File: config.mk
export PLATFORM = sky130hd
export DESIGN_NAME = ordered_set_membership_table
export DESIGN_NICKNAME = d
export VERILOG_FILES = /design/src/rtl/osmt_pkg.sv /design/src/rtl/osmt_cell.sv /design/src/rtl/osmt_encoder.sv /design/src/rtl/ordered_set_membership_table.sv
export SDC_FILE = /design/constraint.sdc
export NUM_CORES = 1
export LEC_CHECK = 0
export BUFFER_PORTS_ARGS = -buffer_cell sky130_fd_sc_hd__buf_2
export CAP_MARGIN = 25
export CORE_MARGIN = 5
export CORE_UTILIZATION = 35
export DETAILED_ROUTE_END_ITERATION = 6
export PLACE_DENSITY = 0.5
export SLEW_MARGIN = 25
export SYNTH_ARGS = -nofsm -noshare
export SYNTH_HDL_FRONTEND = slang
export SYNTH_SLANG_ARGS = --single-unit
File: constraint.sdc
create_clock -name clk -period 13.36 [get_ports clk]
set_input_delay 1.336 -clock clk [delete_from_list [all_inputs] [get_ports clk]]
set_output_delay 1.336 -clock clk [all_outputs]
set_load 0.005 [all_outputs]
File: src/rtl/osmt_pkg.sv
package osmt_pkg;

  localparam int CAPACITY = 16;
  localparam int IDX_W = $clog2(CAPACITY);
  localparam int CNT_W = $clog2(CAPACITY + 1);
  localparam int VAL_W = 32;

  localparam logic [1:0] FUNC_INSERT = 2'd0;
  localparam logic [1:0] FUNC_REMOVE = 2'd1;
  localparam logic [1:0] FUNC_LOOKUP = 2'd2;

  typedef logic [VAL_W-1:0] val_t;
  typedef logic [IDX_W-1:0] idx_t;
  typedef logic [CNT_W-1:0] cnt_t;

  // per-cell control from the sequencer
  typedef struct packed {
    logic valid;
    logic load;
    logic shift;
  } cell_ctrl_t;

endpackage

File: src/rtl/osmt_cell.sv
module osmt_cell (
  input  logic                clk,
  input  osmt_pkg::cell_ctrl_t ctrl,
  input  osmt_pkg::val_t      key,
  input  osmt_pkg::val_t      neighbor,
  output osmt_pkg::val_t      data,
  output logic                match
);

  osmt_pkg::val_t data_r;
  osmt_pkg::val_t data_nxt;

  assign data  = data_r;
  assign match = ctrl.valid && (data_r == key);

  always_comb begin
    data_nxt = data_r;
    if (ctrl.load) begin
      data_nxt = key;
    end else if (ctrl.shift) begin
      data_nxt = neighbor;
    end
  end

  always_ff @(posedge clk) begin
    data_r <= data_nxt;
  end

endmodule

File: src/rtl/osmt_encoder.sv
module osmt_encoder (
  input  logic [osmt_pkg::CAPACITY-1:0] match,
  output logic                          hit,
  output osmt_pkg::idx_t                pos
);

  // lowest matching cell wins
  always_comb begin
    hit = |match;
    pos = '0;
    for (int i = osmt_pkg::CAPACITY - 1; i >= 0; i--) begin
      if (match[i]) begin
        pos = osmt_pkg::IDX_W'(i);
      end
    end
  end

endmodule

File: src/rtl/ordered_set_membership_table.sv
// Ordered set table: holds up to 16 distinct signed 32-bit values in insertion
// order, one value per cell of a row of cells. A request (in_func, in_value) is
// taken when start is high and busy is low; busy then stays high for one cycle
// while every cell compares its value with the key, the lowest match is
// encoded, and the row is updated (append at the tail on insert, shift of the
// later cells down one place on remove). The result appears on the out_ ports
// for exactly one cycle, marked by out_valid, on the cycle after busy; it is not
// held and the receiver cannot stall it. A new request cannot be taken while busy
// is high, and one may be started in the same cycle its result is shown.
// Unused func code 3 acts as a lookup.
module ordered_set_membership_table (
  input  logic               clk,
  input  logic               rst_n,
  input  logic               start,
  output logic               busy,
  input  logic [1:0]         in_func,
  input  logic signed [31:0] in_value,
  output logic               out_valid,
  output logic               out_was_present,
  output logic [3:0]         out_found_position,
  output logic [4:0]         out_element_count,
  output logic               out_full_dropped
);

  localparam int CAP = osmt_pkg::CAPACITY;

  logic           busy_r;
  logic           out_valid_r;
  logic [1:0]     func_r;
  osmt_pkg::val_t key_r;
  osmt_pkg::cnt_t occ_r;
  osmt_pkg::cnt_t occ_nxt;

  logic           was_present_r;
  logic [3:0]     found_position_r;
  logic [4:0]     element_count_r;
  logic           full_dropped_r;

  osmt_pkg::cell_ctrl_t ctrl   [CAP];
  osmt_pkg::val_t       c_data [CAP];
  logic [CAP-1:0]       match;
  logic                 hit;
  osmt_pkg::idx_t       pos;
  logic                 do_insert;
  logic                 do_remove;
  logic                 dropped;

  assign busy = busy_r;

  osmt_encoder u_enc (
    .match (match),
    .hit   (hit),
    .pos   (pos)
  );

  always_comb begin
    do_insert = 1'b0;
    do_remove = 1'b0;
    dropped   = 1'b0;
    case (func_r)
      osmt_pkg::FUNC_INSERT: begin
        if (!hit) begin
          if (occ_r < osmt_pkg::CNT_W'(CAP)) begin
            do_insert = busy_r;
          end else begin
            dropped = 1'b1;
          end
        end
      end
      osmt_pkg::FUNC_REMOVE: begin
        do_remove = busy_r && hit;
      end
      default: begin
      end
    endcase
  end

  always_comb begin
    occ_nxt = occ_r;
    if (do_insert) begin
      occ_nxt = occ_r + osmt_pkg::CNT_W'(1);
    end else if (do_remove) begin
      occ_nxt = occ_r - osmt_pkg::CNT_W'(1);
    end
  end

  for (genvar i = 0; i < CAP; i++) begin : g_cell
    localparam osmt_pkg::cnt_t IDX = osmt_pkg::CNT_W'(i);

    assign ctrl[i].valid = IDX < occ_r;
    assign ctrl[i].load  = do_insert && (IDX == occ_r);
    assign ctrl[i].shift = do_remove && (IDX >= osmt_pkg::CNT_W'(pos))
                           && (IDX + osmt_pkg::CNT_W'(1) < occ_r);

    osmt_cell u_cell (
      .clk      (clk),
      .ctrl     (ctrl[i]),
      .key      (key_r),
      .neighbor (c_data[(i + 1 < CAP) ? i + 1 : i]),
      .data     (c_data[i]),
      .match    (match[i])
    );
  end

  always_ff @(posedge clk) begin
    if (!rst_n) begin
      busy_r      <= 1'b0;
      out_valid_r <= 1'b0;
      occ_r       <= '0;
    end else begin
      busy_r      <= start && !busy_r;
      out_valid_r <= busy_r;
      occ_r       <= occ_nxt;
    end
  end

  always_ff @(posedge clk) begin
    if (start && !busy_r) begin
      func_r <= in_func;
      key_r  <= osmt_pkg::val_t'(in_value);
    end
    if (busy_r) begin
      was_present_r    <= hit;
      found_position_r <= 4'(pos);
      element_count_r  <= 5'(occ_nxt);
      full_dropped_r   <= dropped;
    end
  end

  assign out_valid          = out_valid_r;
  assign out_was_present    = was_present_r;
  assign out_found_position = found_position_r;
  assign out_element_count  = element_count_r;
  assign out_full_dropped   = full_dropped_r;

`ifndef NO_ASSERTIONS
  a_occ_bound: assert property (@(posedge clk) disable iff (!rst_n)
    occ_r <= osmt_pkg::CNT_W'(CAP))
    else $error("occupancy above capacity");

  a_result_follows_busy: assert property (@(posedge clk) disable iff (!rst_n)
    out_valid |-> $past(busy_r))
    else $error("result strobe without a transaction in work");

  a_drop_only_full: assert property (@(posedge clk) disable iff (!rst_n)
    out_valid && out_full_dropped |->
      !out_was_present && (out_element_count == 5'(CAP)))
    else $error("drop flagged on a table that is not full");

  a_absent_pos_zero: assert property (@(posedge clk) disable iff (!rst_n)
    out_valid && !out_was_present |-> out_found_position == 4'd0)
    else $error("position reported for an absent value");

  a_remove_count: assert property (@(posedge clk) disable iff (!rst_n)
    busy_r && (func_r == osmt_pkg::FUNC_REMOVE) && hit |=>
      occ_r == $past(occ_r) - osmt_pkg::CNT_W'(1))
    else $error("remove of present value did not shrink the table");
`endif

endmodule

# After elaboration in Yosys (flattened, before gate mapping)
# Index checks and enable logic that the tools add are counted.
[classes]
n_addsub = 2
magnitude_cmp = 32
eq_ne = 32
muxes = 53
bitwise_logic = 1
reduce_logical = 84
[ops]
columns = ["operator", "n"]
rows = [
  ["2-to-1 mux 32 bit", 30],
  ["== test 32 bit", 16],
  ["logical AND 1 bit", 64],
  ["2-to-1 mux 4 bit", 16],
  ["== test 4 x 5 -> 1 bit, first input constant", 8],
  ["< comparator 4 x 5 -> 1 bit, first input constant", 8],
  ["nonzero test 2 bit", 15],
  ["greater-or-equal comparator 4 bit, first input constant", 7],
  ["== test 3 x 5 -> 1 bit, first input constant", 4],
  ["< comparator 3 x 5 -> 1 bit, first input constant", 4],
  ["OR reduction 17 bit", 1],
  ["greater-or-equal comparator 3 x 4 -> 1 bit, first input constant", 4],
  ["OR reduction 16 bit", 1],
  ["== test 2 x 5 -> 1 bit, first input constant", 2],
  ["< comparator 1 x 5 -> 1 bit, first input constant", 2],
  ["< comparator 2 x 5 -> 1 bit, first input constant", 2],
  ["2-to-1 mux 5 bit", 2],
  ["greater-or-equal comparator 1 x 4 -> 1 bit, first input constant", 2],
  ["greater-or-equal comparator 2 x 4 -> 1 bit, first input constant", 2],
  ["adder 5 x 1 -> 5 bit, second input constant", 1],
  ["== test 1 x 5 -> 1 bit, first input constant", 1],
  ["zero test 5 bit", 1],
  ["< comparator 5 bit, second input constant", 1],
  ["2-to-1 mux 1 bit", 5],
  ["other kinds (5)", 5],
]
[word_totals]
reg_bits = 564
inputBits = 37
out_inout_bits = 13
elab_cells = 229

# Longest topological paths before layout
[depth]
depth_word = 23
depth_mapped = 16
ltp_nobuf = 11

# Cells and area by module
# A second synthesis with hierarchy kept.
[unflattened]
cells_unflattened = 2025
hier_area_um2 = 29823.6
[modules_own_cells]
columns = ["mod", "n_inst", "cells_per_inst", "area_each_um2", "seq_area_each_um2"]
rows = [
  ["osmt_cell", 16, 113, 1710.4, 960.9],
  ["ordered_set_membership_table", 1, 183, 2280.9, 1491.4],
  ["osmt_encoder", 1, 34, 176.4, 0.0],
]

# Worst setup path after synthesis
# No wires, ideal clock.
[synth_timing]
kind = "reg2reg"
startpoint = "register key_r[20]"
endpoint = "register g_cell[12].u_cell.data_r[0], enable pin"
setup_ps = 470
arrival_ps = 5401
required_ps = 12890
path_slack_ps = 7489
stages_incl_launch_ff = 15
n_path_buf = 3
period_less_slack_ps = 5871
path_cell_list = "edfxtp_1 -> buf_2 -> buf_4 -> buf_1 -> xor2_1 -> nor4_1 -> nand3_1 -> or4_1 -> nand2_1 -> nor2_1 -> o311ai_1 -> a21oi_1 -> o31ai_2 -> a41oi_1 -> o31ai_1"
[synth_between]
elab_chain_len = 22
elab_cells_between_ends = 58
cone_classes = "1 x order compare; 16 x eq/ne; 19 x mux; 22 x reduce/logical"
[synth_lines]
columns = ["element", "line_no", "source"]
rows = [
  ["start: declaration", "ordered_set_membership_table.sv:30", "osmt_pkg::val_t key_r;"],
  ["start signal: assignment", "ordered_set_membership_table.sv:120", "key_r <= osmt_pkg::val_t'(in_value);"],
  ["== test 32 bit", "osmt_cell.sv:14", "assign match = ctrl.valid && (data_r == key);"],
  ["logical AND 1 bit", "osmt_cell.sv:14", ""],
  ["2-to-1 mux 4 bit (16 in a row)", "osmt_encoder.sv:12", "if (match[i]) begin"],
  ["greater-or-equal comparator 4 bit", "ordered_set_membership_table.sv:92", "assign ctrl[i].shift = do_remove && (IDX >= osmt_pkg::CNT_W'(pos))"],
  ["logical AND 1 bit", "ordered_set_membership_table.sv:92", ""],
  ["logical AND 1 bit", "ordered_set_membership_table.sv:93", "&& (IDX + osmt_pkg::CNT_W'(1) < occ_r);"],
  ["nonzero test 2 bit (no source line) (*)", "n/a", ""],
  ["end signal: assignment", "osmt_cell.sv:26", "data_r <= data_nxt;"],
  ["end: declaration", "osmt_cell.sv:10", "osmt_pkg::val_t data_r;"],
]
# Every way passes the cells marked *; elsewhere a longest branch is shown, timed or not.
# A chain may end at the register's enable or synchronous reset.

# Final worst setup path
[layout_timing]
startpoint = "register occ_r[3]"
endpoint = "register g_cell[13].u_cell.data_r[10], enable pin"
[layout_between]
elab_chain_len = 22
elab_cells_between_ends = 61
cone_classes = "18 x order compare; 1 x eq/ne; 20 x mux; 22 x reduce/logical"
[layout_lines]
columns = ["element", "line_no", "source"]
rows = [
  ["start: declaration", "ordered_set_membership_table.sv:31", "osmt_pkg::cnt_t occ_r;"],
  ["start signal: assignment", "ordered_set_membership_table.sv:113", "occ_r <= occ_nxt;"],
  ["< comparator 4 x 5 -> 1 bit", "ordered_set_membership_table.sv:90", "assign ctrl[i].valid = IDX < occ_r;"],
  ["logical AND 1 bit", "osmt_cell.sv:14", ""],
  ["2-to-1 mux 4 bit (16 in a row)", "osmt_encoder.sv:12", ""],
  ["greater-or-equal comparator 4 bit", "ordered_set_membership_table.sv:92", ""],
  ["logical AND 1 bit", "ordered_set_membership_table.sv:92", ""],
  ["logical AND 1 bit", "ordered_set_membership_table.sv:93", ""],
  ["nonzero test 2 bit (no source line) (*)", "n/a", ""],
  ["end signal: assignment", "osmt_cell.sv:26", ""],
  ["end: declaration", "osmt_cell.sv:10", ""],
]
# Marked as above.

==> flow_summary.ini <==
[outcome]
outcome = complete, no violations

[detailed_routing]
ant_nets = 0
drtIter0Drc = 1150
vias_per_cell = 5.09
routed_wl_mm = 86.3
drt-pass1-iter-count = 5
drc = 0
via_count = 16700
wl_per_cell_microns = 26.3

[setup_path]
crit_required_ns = 13.60
crit_type = flop to flop
worstPathMaxFanout = 33
cp-start-kind = flop
cp-end-kind = flop
cp.arrival_ns = 5.85

[floorplanning]
core_sq_um = 86500
placementRows = 108
dieArea_sq_um = 92900
die_x_microns = 305
start_util = 0.352
die_h_microns = 305
pin_count = 50

[timing]
maxSlewViolCount = 0
fin_crit_ns = 5.61
timing.final.hold_violations = 0
fmax_mhz = 178
period_share = 0.420
rsz0062_at_grt = false
worst-slew-pin-transition_ns = 1.04
slew_headroom = 0.301
clock_skew_ns = 0.0253
tns_ns = 0
setup_viol = 0

[power]
ir_drop_mv = 0.104
p_leak_nw = 11.4
pwr_density_cell_nw_per_um2 = 116

[worst_hold_path]
hp-class = flop to flop

[clocking]
clkLatencyLatePin_ns = 0.61
cts-root-buf = clkbuf_16
cts_buffers = 68
ctsResizeCount = 0
post-cts-setup-buffers = 0
hold_buffers = 0
cts_sinks = 564
htreeDepth = 3
cts_tree = done
cts.clk_slew.worst_paths_ns = 0.06
clockBufferDepth = 3

[global_route]
grt_pass1_vias = 17700
grt_overflow_total = 0
grt_max_degree = 36
antenna_found_initial = 5
grt_usage = 0.182
grt_pass1_wl_mm = 126

[logic_synthesis]
synth-edff-count = 557
syn_avg_cell_area_sq_um = 14.6
async_flop_share = 0
yosysSeqAreaShare = 0.555
yosysWarnings = 0
ys.flop_type = edfxtp_1
synthCells = 2079
synth_area_sq_um = 30400
synth_cell_types = 63
synth_seq_cells = 564
syn_nets = 2121

[placement]
gp_congestion = 0.826
dp_cells = 3160
hpwl_mm = 58.4
port_buffers = 49

[flow_run]
cap_viol_max_count = 0

[finish]
area_growth_pct = 11.0
drive_gt1_frac = 0.326
nets = 2117
final_cell_count_no_fill = 3283
nFillCells = 8107
[registers in the layout, indices dropped and copies added, names as in the netlist]
register            flops
out_element_count       5
out_was_present         1
busy                    1
func_r                  2
out_valid               1
occ_r                   5
out_full_dropped        1
g_cell.u_cell.data    512
out_found_position      4
key_r                  32
[routing by layer]
| metal | global-route usage | wire (microns) | up-vias |
|---|---|---|---|
| li1 | - | - | 7680 |
| met1 | 0.243 | 38000 | 8604 |
| met2 | 0.318 | 43200 | 339 |
| met3 | 0.0223 | 3320 | 103 |
| met4 | 0.0455 | 1740 | 0 |
| met5 | 0 | 0 | - |
[worst max-delay path, cell delays in order (launching register included)]
cell	delay, ns
dfxtp_1	0.60
nor2_2	0.65
a31oi_1	0.28
nand3_1	0.28
or4b_1	0.63
or4b_4	0.58
nor3b_4	0.40
buf_4	0.36
nand3_2	0.15
nor3_4	0.15
buf_4	0.41
or2_2	0.71
[layout by cell type (no fill, tap or decap), types with 3 or more instances in the layout]
cell / n
a21oi_1: 8
a31oi_1: 5
a41oi_1: 3
and2_1: 7
and3_1: 4
buf_2: 49
buf_4: 64
clkbuf_1: 18
clkbuf_16: 70
clkbuf_8: 3
clkinv_1: 16
clkinv_2: 7
dfxtp_1: 6
edfxtp_1: 557
ha_1: 5
inv_1: 9
mux2_1: 29
mux2_2: 364
mux2_4: 87
nand2_1: 13
nand2b_1: 5
nand3_1: 24
nand3_4: 3
nand4_1: 56
nand4_4: 4
nor2_1: 11
nor2b_1: 3
nor3_1: 18
nor4_1: 92
o21a_1: 3
o21ai_0: 4
o31ai_4: 10
or2_2: 4
or4_1: 3
xnor2_1: 175
xor2_1: 341
[Yosys cell counts, types with 6 or more instances]
cell / instances / area share
edfxtp_1: 557 / 0.55
mux2_2: 364 / 0.13
xor2_1: 341 / 0.098
xnor2_1: 175 / 0.050
nor4_1: 92 / 0.019
mux2_4: 87 / 0.043
nand4_1: 56 / 0.012
buf_2: 52 / 0.0086
buf_4: 38 / 0.0094
clkbuf_1: 38 / 0.0047
buf_1: 33 / 0.0041
mux2_1: 29 / 0.011
buf_6: 25 / 0.0093
nand3_1: 24 / 0.0040
nor3_1: 19 / 0.0031
nand2_1: 13 / 0.0016
nor2_1: 11 / 0.0014
o31ai_1: 10 / 0.0025
inv_1: 9 / 0.0011
a21oi_1: 8 / 0.0013
and2_1: 7 / 0.0014
dfxtp_1: 7 / 0.0046
o21ai_0: 6 / 0.00099
[area by class of cell]
cell class / count / area [sq um] / share of cell area
Antenna cell: 1 / 2.50 / 0.0000742
Clock buffer: 91 / 1860 / 0.0551
Clock inverter: 31 / 229 / 0.00679
Inverter: 10 / 37.5 / 0.00111
Multi-Input combinational cell: 1317 / 12600 / 0.372
Sequential cell: 564 / 16900 / 0.500
Tap cell: 1155 / 1450 / 0.0428
Timing Repair Buffer: 114 / 741 / 0.0220
[where the power goes]
group	internal, mW	switching, mW
Sequential	1.93	0.00531
Combinational	0.0632	0.142
Clock	1.02	0.749
[path summary, 6_finish.rpt]
path,start,slack (ns),cells after the start,endpoint
min,g_cell[6].u_cell.data[24],0.58,1,g_cell[5].u_cell.data[24]
min reg2reg,g_cell[6].u_cell.data[24],0.58,1,g_cell[5].u_cell.data[24]
max,occ_r[3],7.75,11,g_cell[13].u_cell.data[10]
max reg2reg,occ_r[3],7.75,11,g_cell[13].u_cell.data[10]
[logic make-up after synthesis]
family                     Yosys count  share of synthesized area
xor gates and xnor gates           516                      0.149
DFF                                564                      0.555
muxes                              480                      0.189
AOI/OAI and AO/OA                   48                     0.0111
adders and majority gates            5                    0.00206
and+or+nand+nor                    268                     0.0571
buffers and inverters              198                     0.0379
[per-stage QoR]
step / worst slack, ns / hold WS, ns / instance area [sq um] / power, mW / utilization
6_report: 7.75 / 0.583 / 33700 / 3.91 / 0.390
5_1_grt: 7.45 / 0.600 / 33700 / 4.04 / 0.390
4_1_cts: 7.71 / 0.587 / 33700 / 3.96 / 0.390
3_5_place_dp: 7.75 / 0.573 / 31700 / 2.18 / 0.366
3_3_place_gp: 7.76 / 0.569 / 31600 / 2.18 / 0.366
2_1_floorplan: 7.49 / 0.421 / 30400 / 2.11 / -
(Power assumes the default switching activity.)
